==> src/rtl/edsf_pkg.sv <==
// Package for the echo distance smoothing filter: widths, defaults, register indexes and states.
package edsf_pkg;

  // Distance values are Q11.8 centimetres.
  localparam int DIST_W = 19;
  localparam logic [DIST_W-1:0] DIST_MAX = '1;

  // Register widths.
  localparam int SCALE_W = 16;
  localparam int WEIGHT_W = 9;
  localparam int CAPTURE_W = 16;

  // Q1.8 unity weight.
  localparam logic [WEIGHT_W-1:0] WEIGHT_ONE = 9'd256;

  // Reset values of the configuration registers.
  localparam logic [SCALE_W-1:0] SCALE_RESET = 16'd1114;
  localparam logic [WEIGHT_W-1:0] WEIGHT_RESET = 9'd77;
  localparam logic [DIST_W-1:0] MAX_STEP_RESET = 19'd12800;

  // Configuration port.
  localparam int CFG_INDEX_W = 2;
  localparam int CFG_DATA_W = 19;

  typedef enum logic [CFG_INDEX_W-1:0] {
    REG_DISTANCE_SCALE = 2'd0,
    REG_NEW_SAMPLE_WEIGHT = 2'd1,
    REG_MAX_STEP = 2'd2
  } cfg_reg_t;

  // Default structural parameters.
  localparam int CHANNELS_DEFAULT = 2;
  localparam int TIMER_BITS_DEFAULT = 16;

  typedef enum logic [2:0] {
    ST_IDLE,
    ST_SCALE,
    ST_ROUND,
    ST_BLEND,
    ST_UPDATE
  } state_t;

endpackage

==> src/rtl/echo_distance_smoothing_filter.sv <==
// Echo distance smoothing filter: pulse width to distance, per-channel smoother, spike limiter.
//
//   Port group        Direction  Handshake               Contents
//   echo              in         echo_valid/echo_stall   channel, rise_time, fall_time
//   result            out        result_valid/result_stall channel_out, distance, spike_rejected
//   cfg               in         cfg_valid/cfg_ready     cfg_index, cfg_data
//
// Each echo transaction passes these steps from acceptance until its result is loaded
// into the output register: the capture difference and the state memory read, then
// the scale multiply, the rounding to Q11.8, the two smoother products and
// the final sum with the spike compare and memory write-back. The steps form a chain
// of dependent multiplies through the single-port state memory. A new echo is taken
// while a finished result still waits in the output register; only the final step waits
// when that register is full and stalled. Reset is synchronous and active high: it clears
// the control state, restores the register defaults and clears the per-channel primed
// flags, so no memory clearing pass is needed. An echo on a channel at or above
// CHANNELS is accepted and dropped without a result.
module echo_distance_smoothing_filter #(
  parameter int CHANNELS = edsf_pkg::CHANNELS_DEFAULT,
  parameter int TIMER_BITS = edsf_pkg::TIMER_BITS_DEFAULT
) (
  input  logic                             clk,
  input  logic                             rst,

  input  logic                             echo_valid,
  output logic                             echo_stall,
  input  logic                             channel,
  input  logic [edsf_pkg::CAPTURE_W-1:0]   rise_time,
  input  logic [edsf_pkg::CAPTURE_W-1:0]   fall_time,

  output logic                             result_valid,
  input  logic                             result_stall,
  output logic                             channel_out,
  output logic [edsf_pkg::DIST_W-1:0]      distance,
  output logic                             spike_rejected,

  input  logic                             cfg_valid,
  output logic                             cfg_ready,
  input  logic [edsf_pkg::CFG_INDEX_W-1:0] cfg_index,
  input  logic [edsf_pkg::CFG_DATA_W-1:0]  cfg_data
);

  localparam int DIST_W = edsf_pkg::DIST_W;
  localparam int WEIGHT_W = edsf_pkg::WEIGHT_W;
  localparam int ADDR_W = (CHANNELS > 1) ? $clog2(CHANNELS) : 1;
  // Pulse width times scale, then rounded half up to Q.8.
  localparam int PROD_W = TIMER_BITS + edsf_pkg::SCALE_W;
  localparam int Q8_W = PROD_W - 7;
  // Smoother products: 19-bit distance times 9-bit weight.
  localparam int BLEND_W = DIST_W + WEIGHT_W;
  localparam int MEM_W = 2 * DIST_W;

  // Configuration registers.
  logic [edsf_pkg::SCALE_W-1:0] distance_scale;
  logic [WEIGHT_W-1:0]          new_sample_weight;
  logic [DIST_W-1:0]            max_step;

  // Control.
  edsf_pkg::state_t state, state_next;
  logic echo_take;
  logic item_in_range;
  logic result_load;

  // Item registers.
  logic                  item_channel;
  logic [ADDR_W-1:0]     item_addr;
  logic [TIMER_BITS-1:0] pulse_width;
  logic [PROD_W-1:0]     scaled;
  logic [DIST_W-1:0]     raw_dist;
  logic [BLEND_W-1:0]    prod_prev;
  logic [BLEND_W-1:0]    prod_new;

  // State memory holds {smoothed, held} per channel; primed flags live in flip-flops.
  logic [MEM_W-1:0]    state_mem [CHANNELS];
  logic [MEM_W-1:0]    mem_rd_data;
  logic [MEM_W-1:0]    mem_wr_data;
  logic [CHANNELS-1:0] primed;

  // Datapath combinational signals.
  logic [PROD_W:0]      round_sum;
  logic [Q8_W-1:0]      q8;
  logic [DIST_W-1:0]    raw_next;
  logic [WEIGHT_W-1:0]  weight_eff;
  logic [WEIGHT_W-1:0]  weight_keep;
  logic [DIST_W-1:0]    prev_smoothed;
  logic [DIST_W-1:0]    prev_held;
  logic [BLEND_W-1:0]   blend_sum;
  logic [DIST_W-1:0]    smoothed_next;
  logic [DIST_W-1:0]    step_size;
  logic                 step_ok;
  logic                 item_primed;
  logic [DIST_W-1:0]    held_next;
  logic [DIST_W-1:0]    dist_next;
  logic                 rejected_next;

  // ---------------------------------------------------------------------------
  // Configuration port. Writes are always taken; an index past the register
  // list is accepted and has no effect.
  // ---------------------------------------------------------------------------
  assign cfg_ready = 1'b1;

  always_ff @(posedge clk) begin
    if (rst) begin
      distance_scale <= edsf_pkg::SCALE_RESET;
      new_sample_weight <= edsf_pkg::WEIGHT_RESET;
      max_step <= edsf_pkg::MAX_STEP_RESET;
    end else if (cfg_valid && cfg_ready) begin
      unique case (cfg_index)
        edsf_pkg::REG_DISTANCE_SCALE: begin
          distance_scale <= cfg_data[edsf_pkg::SCALE_W-1:0];
        end
        edsf_pkg::REG_NEW_SAMPLE_WEIGHT: begin
          new_sample_weight <= cfg_data[WEIGHT_W-1:0];
        end
        edsf_pkg::REG_MAX_STEP: begin
          max_step <= cfg_data[DIST_W-1:0];
        end
        default: begin
        end
      endcase
    end
  end

  // ---------------------------------------------------------------------------
  // Sequencer. One item is in flight at a time, so the memory write of an
  // item always lands before the read of the next one and no forwarding is
  // needed.
  // ---------------------------------------------------------------------------
  assign echo_take = echo_valid && !echo_stall;
  assign item_in_range = (32'(channel) < CHANNELS);

  always_comb begin
    state_next = state;
    unique case (state)
      edsf_pkg::ST_IDLE: begin
        if (echo_take && item_in_range) begin
          state_next = edsf_pkg::ST_SCALE;
        end
      end
      edsf_pkg::ST_SCALE: begin
        state_next = edsf_pkg::ST_ROUND;
      end
      edsf_pkg::ST_ROUND: begin
        state_next = edsf_pkg::ST_BLEND;
      end
      edsf_pkg::ST_BLEND: begin
        state_next = edsf_pkg::ST_UPDATE;
      end
      edsf_pkg::ST_UPDATE: begin
        if (!result_valid || !result_stall) begin
          state_next = edsf_pkg::ST_IDLE;
        end
      end
      default: begin
        state_next = edsf_pkg::ST_IDLE;
      end
    endcase
  end

  always_comb begin
    echo_stall = 1'b1;
    result_load = 1'b0;
    unique case (state)
      edsf_pkg::ST_IDLE: begin
        echo_stall = 1'b0;
      end
      edsf_pkg::ST_UPDATE: begin
        result_load = !result_valid || !result_stall;
      end
      default: begin
      end
    endcase
  end

  always_ff @(posedge clk) begin
    if (rst) begin
      state <= edsf_pkg::ST_IDLE;
    end else begin
      state <= state_next;
    end
  end

  // ---------------------------------------------------------------------------
  // Datapath.
  // ---------------------------------------------------------------------------

  // Rounding from Q.16 to Q.8, half up, with saturation at the top of Q11.8.
  assign round_sum = (PROD_W + 1)'(scaled) + (PROD_W + 1)'(128);
  assign q8 = round_sum[PROD_W:8];
  always_comb begin
    if ((q8 >> DIST_W) != '0) begin
      raw_next = edsf_pkg::DIST_MAX;
    end else begin
      raw_next = DIST_W'(q8);
    end
  end

  // A weight above one counts as one.
  assign weight_eff = new_sample_weight[WEIGHT_W-1] ? edsf_pkg::WEIGHT_ONE : new_sample_weight;
  assign weight_keep = edsf_pkg::WEIGHT_ONE - weight_eff;

  assign prev_smoothed = mem_rd_data[MEM_W-1:DIST_W];
  assign prev_held = mem_rd_data[DIST_W-1:0];

  // The blended sum stays below 2^27, so the Q11.8 result never overflows.
  assign blend_sum = prod_prev + prod_new + BLEND_W'(128);
  assign smoothed_next = blend_sum[8 +: DIST_W];

  assign step_size = (smoothed_next >= prev_held) ? (smoothed_next - prev_held)
                                                  : (prev_held - smoothed_next);
  assign step_ok = (step_size <= max_step);
  assign item_primed = primed[item_addr];

  always_comb begin
    if (!item_primed) begin
      // The first sample of a channel seeds both the smoother and the held value.
      mem_wr_data = {raw_dist, raw_dist};
      held_next = raw_dist;
      dist_next = raw_dist;
      rejected_next = 1'b0;
    end else begin
      held_next = step_ok ? smoothed_next : prev_held;
      mem_wr_data = {smoothed_next, held_next};
      dist_next = held_next;
      rejected_next = !step_ok;
    end
  end

  always_ff @(posedge clk) begin
    if (echo_take) begin
      item_channel <= channel;
      item_addr <= ADDR_W'(channel);
      pulse_width <= TIMER_BITS'(fall_time) - TIMER_BITS'(rise_time);
    end
    if (state == edsf_pkg::ST_SCALE) begin
      scaled <= PROD_W'(pulse_width) * PROD_W'(distance_scale);
    end
    if (state == edsf_pkg::ST_ROUND) begin
      raw_dist <= raw_next;
    end
    if (state == edsf_pkg::ST_BLEND) begin
      prod_prev <= BLEND_W'(prev_smoothed) * BLEND_W'(weight_keep);
      prod_new <= BLEND_W'(raw_dist) * BLEND_W'(weight_eff);
    end
  end

  // State memory: read when an echo is accepted, written back in the final step.
  always_ff @(posedge clk) begin
    if (echo_take) begin
      mem_rd_data <= state_mem[ADDR_W'(channel)];
    end
    if (result_load) begin
      state_mem[item_addr] <= mem_wr_data;
    end
  end

  always_ff @(posedge clk) begin
    if (rst) begin
      primed <= '0;
    end else if (result_load) begin
      primed[item_addr] <= 1'b1;
    end
  end

  // ---------------------------------------------------------------------------
  // Output register.
  // ---------------------------------------------------------------------------
  always_ff @(posedge clk) begin
    if (rst) begin
      result_valid <= 1'b0;
    end else if (result_load) begin
      result_valid <= 1'b1;
    end else if (!result_stall) begin
      result_valid <= 1'b0;
    end
  end

  always_ff @(posedge clk) begin
    if (result_load) begin
      channel_out <= item_channel;
      distance <= dist_next;
      spike_rejected <= rejected_next;
    end
  end

endmodule

==> config.mk <==
export PLATFORM = sky130hd
export DESIGN_NAME = echo_distance_smoothing_filter
export DESIGN_NICKNAME = d
export VERILOG_FILES = /design/src/rtl/edsf_pkg.sv /design/src/rtl/echo_distance_smoothing_filter.sv
export SDC_FILE = /design/constraint.sdc
export NUM_CORES = 2
export LEC_CHECK = 0
export BUFFER_PORTS_ARGS = -buffer_cell sky130_fd_sc_hd__buf_2
export CAP_MARGIN = 20
export CORE_MARGIN = 5
export CORE_UTILIZATION = 34
export DETAILED_ROUTE_END_ITERATION = 12
export GPL_TIMING_DRIVEN = 0
export SLEW_MARGIN = 20
export SYNTH_ARGS = -nofsm -noshare
export SYNTH_HDL_FRONTEND = slang
export SYNTH_SLANG_ARGS = --single-unit
==> constraint.sdc <==
create_clock -name clk -period 8.8 [get_ports clk]
set_input_delay 0.44 -clock clk [delete_from_list [all_inputs] [get_ports clk]]
set_output_delay 0.44 -clock clk [all_outputs]
set_load 0.01 [all_outputs]
Word-level counts from Yosys, hierarchy flattened
Memories as Yosys holds them, arrays and structs flattened. A register that Yosys moved wholly into a read port is not among the register bits.
Cells that the tools add are included.

storage, ports and cells
  register bits = 193
  memory bits (writable) = 76
  input bits = 59
  output and inout bits = 24
  logic and storage cells = 71
  memories = 1

memories
  memory     words  width  rd ports  clocked after Yosys merged registers in  write ports  RTL line                              source
  state_mem  2      38     1         1                                        1            echo_distance_smoothing_filter.sv:74  logic [MEM_W-1:0] state_mem [CHANNELS];

cells by class
  add/sub/neg operators = 7
  multiply operators = 3
  $lt $le $gt $ge = 4
  eq/ne operators = 9
  mux-type cells = 18
  bitwise logic cells = 1
  reduce and logical (&&, ||, !) cells = 13

operator list
  cell                                                             count
  19-bit two-way mux                                               3
  19-bit by 9-bit multiplier with 27-bit output                    2
  38-bit two-way mux                                               1
  19-bit subtractor                                                2
  32-bit by 8-bit adder with 33-bit output, second input constant  1
  16-bit by 16-bit multiplier with 32-bit output                   1
  27-bit adder                                                     1
  27-bit by 8-bit adder with 27-bit output, second input constant  1
  25-bit nonzero test                                              1
  19-bit greater-or-equal comparator                               1
  19-bit <= comparator                                             1
  16-bit subtractor                                                1
  3-bit one-hot mux with 5 select lines                            1
  1-bit two-way mux                                                9
  9-bit two-way mux                                                1
  9-bit subtractor, first input constant                           1
  2-bit AND reduction                                              4
  3-bit by 2-bit == test with 1-bit output, second input constant  2
  3-bit two-way mux                                                2
  2-bit != test, second input constant                             2
  3-bit by 1-bit == test with 1-bit output, second input constant  1
  3-bit == test, second input constant                             1
  1-bit logical NOT                                                3
  3-bit logical NOT                                                1
  other kinds (10)                                                 11

Logic depth before layout (Yosys ltp)
  depth in word-level cells = 7
  gate-level depth with buffers = 36
  mapped depth without buffers = 33

Worst setup path after synthesis
Ideal clock, no wire load.

  path type = register -> register
  start point = register prod_prev[5]
  end point = register distance[0] (netlist name) (data pin)
  setup time = 0.282 ns
  arrival = 6.822 ns
  data required time = 8.518 ns
  path slack = 1.696 ns
  stages on the path, launching flop included = 33
  path buffers = 3
  period minus slack after synthesis = 7.104 ns
  path through = edfxtp_1 -> ha_1 -> ha_1 -> a211o_1 -> a21oi_1 -> o21ai_0 -> a211o_1 -> a211o_1 -> a21oi_1 -> o21bai_1 -> xor2_1 -> ha_1 -> buf_4 -> nand4_2 -> or3_1 -> o311ai_1 -> a211o_2 -> nand2_2 -> o21a_1 -> buf_6 -> mux2_4 -> nor4_2 -> nor2_1 -> xnor2_1 -> ha_1 -> a21o_1 -> a21o_1 -> a2111oi_0 -> o21ai_0 -> nand2_1 -> clkbuf_1 -> mux2i_1 -> o21ai_0

between the ends
  longest elaborated chain between the ends = 7
  elaborated cells on any way between the ends = 9
  those cells by class = 4 x add/sub; 2 x order compare; 3 x mux

ends and longest elaborated chain
  item                                             RTL line                               source
  start, declared                                  echo_distance_smoothing_filter.sv:70   logic [BLEND_W-1:0] prod_prev;
  start signal, assigned                           echo_distance_smoothing_filter.sv:242  prod_prev <= BLEND_W'(prev_smoothed) * BLEND_W'(weight_keep);
  27-bit adder (*)                                 echo_distance_smoothing_filter.sv:206  assign blend_sum = prod_prev + prod_new + BLEND_W'(128);
  27-bit by 8-bit adder with 27-bit output (*)     echo_distance_smoothing_filter.sv:206
  19-bit subtractor, or another cell as far along  echo_distance_smoothing_filter.sv:210  : (prev_held - smoothed_next);
  19-bit two-way mux                               echo_distance_smoothing_filter.sv:209  assign step_size = (smoothed_next >= prev_held) ? (smoothed_next - prev_held)
  19-bit <= comparator                             echo_distance_smoothing_filter.sv:211  assign step_ok = (step_size <= max_step);
  19-bit two-way mux (*)                           echo_distance_smoothing_filter.sv:222  held_next = step_ok ? smoothed_next : prev_held;
  19-bit two-way mux (*)                           echo_distance_smoothing_filter.sv:215  if (!item_primed) begin
  via dist_next[0]                                 echo_distance_smoothing_filter.sv:93   logic [DIST_W-1:0] dist_next;
  end signal, assigned                             echo_distance_smoothing_filter.sv:281  distance <= dist_next;
  end, declared                                    echo_distance_smoothing_filter.sv:34   output logic [edsf_pkg::DIST_W-1:0] distance,

Mark *: on every way through the listed nets, which the timed path passes. The rest lies on a longest branch.
A chain may end at the register's enable or synchronous reset.

Worst setup path after layout
  start point = register prod_prev[5]
  end point = register distance[4] (netlist name) (data pin)

The elaborated chain is that of the path after synthesis.

==> flow_metrics.tcl <==
set metrics [dict create \
    number_of_warnings_reported_in_the_yosys_synthesis_log 0 \
    fin_area_sq_mm 0.0366 \
    finalSetupViolations 0 \
    h-tree-depth 2 \
    synth_nets 4231 \
    grt_pass1_wl_um 135000 \
    yosys.cell_count.top_type "inv_1" \
    cp_slowest_cell "xor2_1" \
    cts_made_buffers 35 \
    power_density_of_the_placed_cells_mw_per_mm2 328 \
    maximum_resistive_drop_on_vdd_v 0.000273 \
    postRouteAntennaNets 0 \
    floorplan.initialDensity 0.343 \
    portBuffers 80 \
    power_w 0.0120 \
    finalHoldViolations 0 \
    detailed_placer_s_ending_hpwl_um 67500 \
    detail_route.wl_per_cell_um 17.3 \
    worst_skew_pair.late_latency_ps 570 \
    timing.critical_path.fanout_max 10 \
    drt_first_iter_violations 1435 \
    biggest_cell_delay_along_the_critical_path_ps 460 \
    netlist_area_sq_mm 0.0332 \
    route.detailed.drc 0 \
    max-cap-violations 0 \
    clk_root_buffer_cell "clkbuf_16" \
    drive_gt1_frac 0.0663 \
    core_area_sq_mm 0.0969 \
    cts_setup_buffers 0 \
    die_footprint_sq_mm 0.104 \
    post_synth_num_cell_types 76 \
    synth.yosys.seq_area_share 0.256 \
    worst_slew_margin_rel 0.317 \
    crit_arrival_ps 8710 \
    min_period_over_period 0.956 \
    ranking_of_synthesized_cells_by_instance_count "inv_1 (571), nand2_1 (570), fa_1 (434)" \
    syn-instance-count 3423 \
    worst_setup_hold_path_clk_slew_ps 60 \
    postSynthAreaPerCell_sq_um 9.70 \
    area.growth.synth_to_final_pct 10.3 \
    finalMaxSlewViolations 0 \
    die_width_um 323 \
    holdCritPathClass "input pin to register" \
    layout.nets 4357 \
    min_period_ps 8410 \
    post_drt_via_cell_ratio 4.86 \
    p_leak_nw 16.4 \
    synthesis_stage_register_bit_count 300 \
    num-fill-cells 9712 \
    antenna_found_initial 0 \
    cts_tree "yes" \
    worst_clk_skew_ps 21.9 \
    drt-pass1-iter-count 5 \
    critPathRequiredTime_ps 9100 \
    worst_pin_slew_ps 1010 \
    maximum_number_of_pins_on_one_net_before_global_route_repair 44 \
    outcome "finished, final reports clean" \
    place_congestion 0.887 \
    routed_wirelength_um 83700 \
    synth_top_area_share 0.262 \
    synth_top_cells_by_area "fa_1 (26%), edfxtp_1 (23%), ha_1 (12%)" \
    synth_ff_type "edfxtp_1" \
    crit_path_frequent_cell "ha_1" \
    timing.critical_path.to_type "register" \
    cts.sinks 300 \
    async_reset_ff_frac 0 \
    vias 23600 \
    dieHeight_um 323 \
    top_level_ports 83 \
    cp-start-kind "register" \
    diodes 0 \
    floorplan.rows 114 \
    timing.setup.critical_path_class "register to register" \
    grt.total_usage 0.163 \
    clock_path_buffers 3 \
    cell_taking_the_most_area_after_synthesis "fa_1" \
    post_dp_cell_area_sq_mm 0.0355 \
    first_global_vias 24300 \
    grt.overflow.total 0 \
    post_cts_hold_buffers 0 \
    synth_enable_flop_cells 250 \
    max_freq_ghz 0.119 \
]
-- area by class of cell --
cell class	count	area (sq um)	area share
repair buffers	90	581	0.0158
flip-flops and latches	300	8510	0.232
well taps	1276	1600	0.0436
multi-input cells	2407	22100	0.604
clock buffers	43	916	0.0250
inverters	571	2140	0.0585
clock inverters	19	193	0.00526
plain buffers	144	578	0.0158
-- worst paths after layout --
path | start | endpoint | slack, ps | cells past startpoint
max | prod_prev[5]$_DFFE_PP_ | distance[4]$_DFFE_PP_ | 390 | 33
max reg2reg | prod_prev[5]$_DFFE_PP_ | distance[4]$_DFFE_PP_ | 390 | 33
min | channel | item_addr$_DFFE_PP_ | 110 | 1
min reg2reg | max_step[16]$_SDFFE_PP0P_ | max_step[16]$_SDFFE_PP0P_ | 450 | 2
-- cells in the final DEF (no fill, tap or decap), types with 42 or more instances in the layout --
cell type | netlist | routed
dfxtp_1 | 50 | 50
a21o_1 | 43 | 43
fa_1 | 434 | 434
o21ai_0 | 92 | 73
nand2_1 | 570 | 570
buf_2 | 5 | 85
inv_1 | 571 | 571
edfxtp_1 | 250 | 250
nor2b_1 | 43 | 42
clkbuf_1 | 105 | 107
and2_1 | 205 | 204
a21oi_1 | 119 | 117
xnor2_1 | 90 | 86
ha_1 | 315 | 315
nor2_1 | 103 | 101
-- critical path: cells and delay by family, from the launching register on --
kind | cells | cell delay (ps)
buf+inv | 4 | 1090
compound gates | 16 | 3700
flops | 1 | 390
fa+ha+maj | 4 | 1110
simple gates | 5 | 810
xor+xnor | 2 | 640
mux | 2 | 380
-- logic make-up after synthesis --
logic type / count (synthesis) / synth area share
other: 1 / 0.000113
AND/OR/NAND/NOR: 1082 / 0.153
flip-flops: 300 / 0.256
XOR/XNOR: 127 / 0.0335
adder cells (fa/ha/maj): 749 / 0.380
multiplexers: 69 / 0.0229
AO/OA/AOI/OAI: 379 / 0.0720
buffers and inverters: 716 / 0.0819
-- state kept, by name (all words and copies together) (netlist names), 9 cells and up --
name,count
distance,19
distance_scale,16
max_step,19
mem_rd_data,38
new_sample_weight,9
prod_new,27
prod_prev,27
pulse_width,16
raw_dist,19
scaled,25
state_mem,76
-- timing repair --
item,CTS,global route
resized for setup,6,30
pin swaps,0,0
setup endpoints to repair,39,63
-- metrics by stage --
stage / TNS (ps) / hold slack (ps) / instances / utilization / setup slack (ps)
2_1_floorplan: 0 / 432 / 3423 / - / 1700
3_3_place_gp: -883 / 445 / 4779 / 0.363 / -170
3_5_place_dp: -3220 / 448 / 4789 / 0.366 / -332
4_1_cts: 0 / 94.2 / 4851 / 0.378 / 31.8
5_1_grt: -4.34 / 106 / 4850 / 0.378 / -4.34
6_report: 0 / 112 / 4850 / 0.378 / 391
-- report_power, final --
| part | switching, W | internal, W | total, W | leakage (nW) |
|---|---|---|---|---|
| Clock | 0.000642 | 0.000815 | 0.00146 | 0.535 |
| Combinational | 0.00480 | 0.00362 | 0.00842 | 13.2 |
| Sequential | 0.0000982 | 0.00204 | 0.00214 | 2.66 |
| Total | 0.00554 | 0.00647 | 0.0120 | 16.4 |
-- per-layer routing --
| layer | vias up | wire [um] | GRT usage |
|---|---|---|---|
| met2 | 551 | 38900 | 0.272 |
| met4 | 0 | 2510 | 0.0469 |
| met1 | 11700 | 38300 | 0.225 |
| met5 | - | 0 | 0 |
| met3 | 128 | 3950 | 0.0203 |
| li1 | 11200 | - | - |
Note: power is estimated with default switching activity, not from simulation.
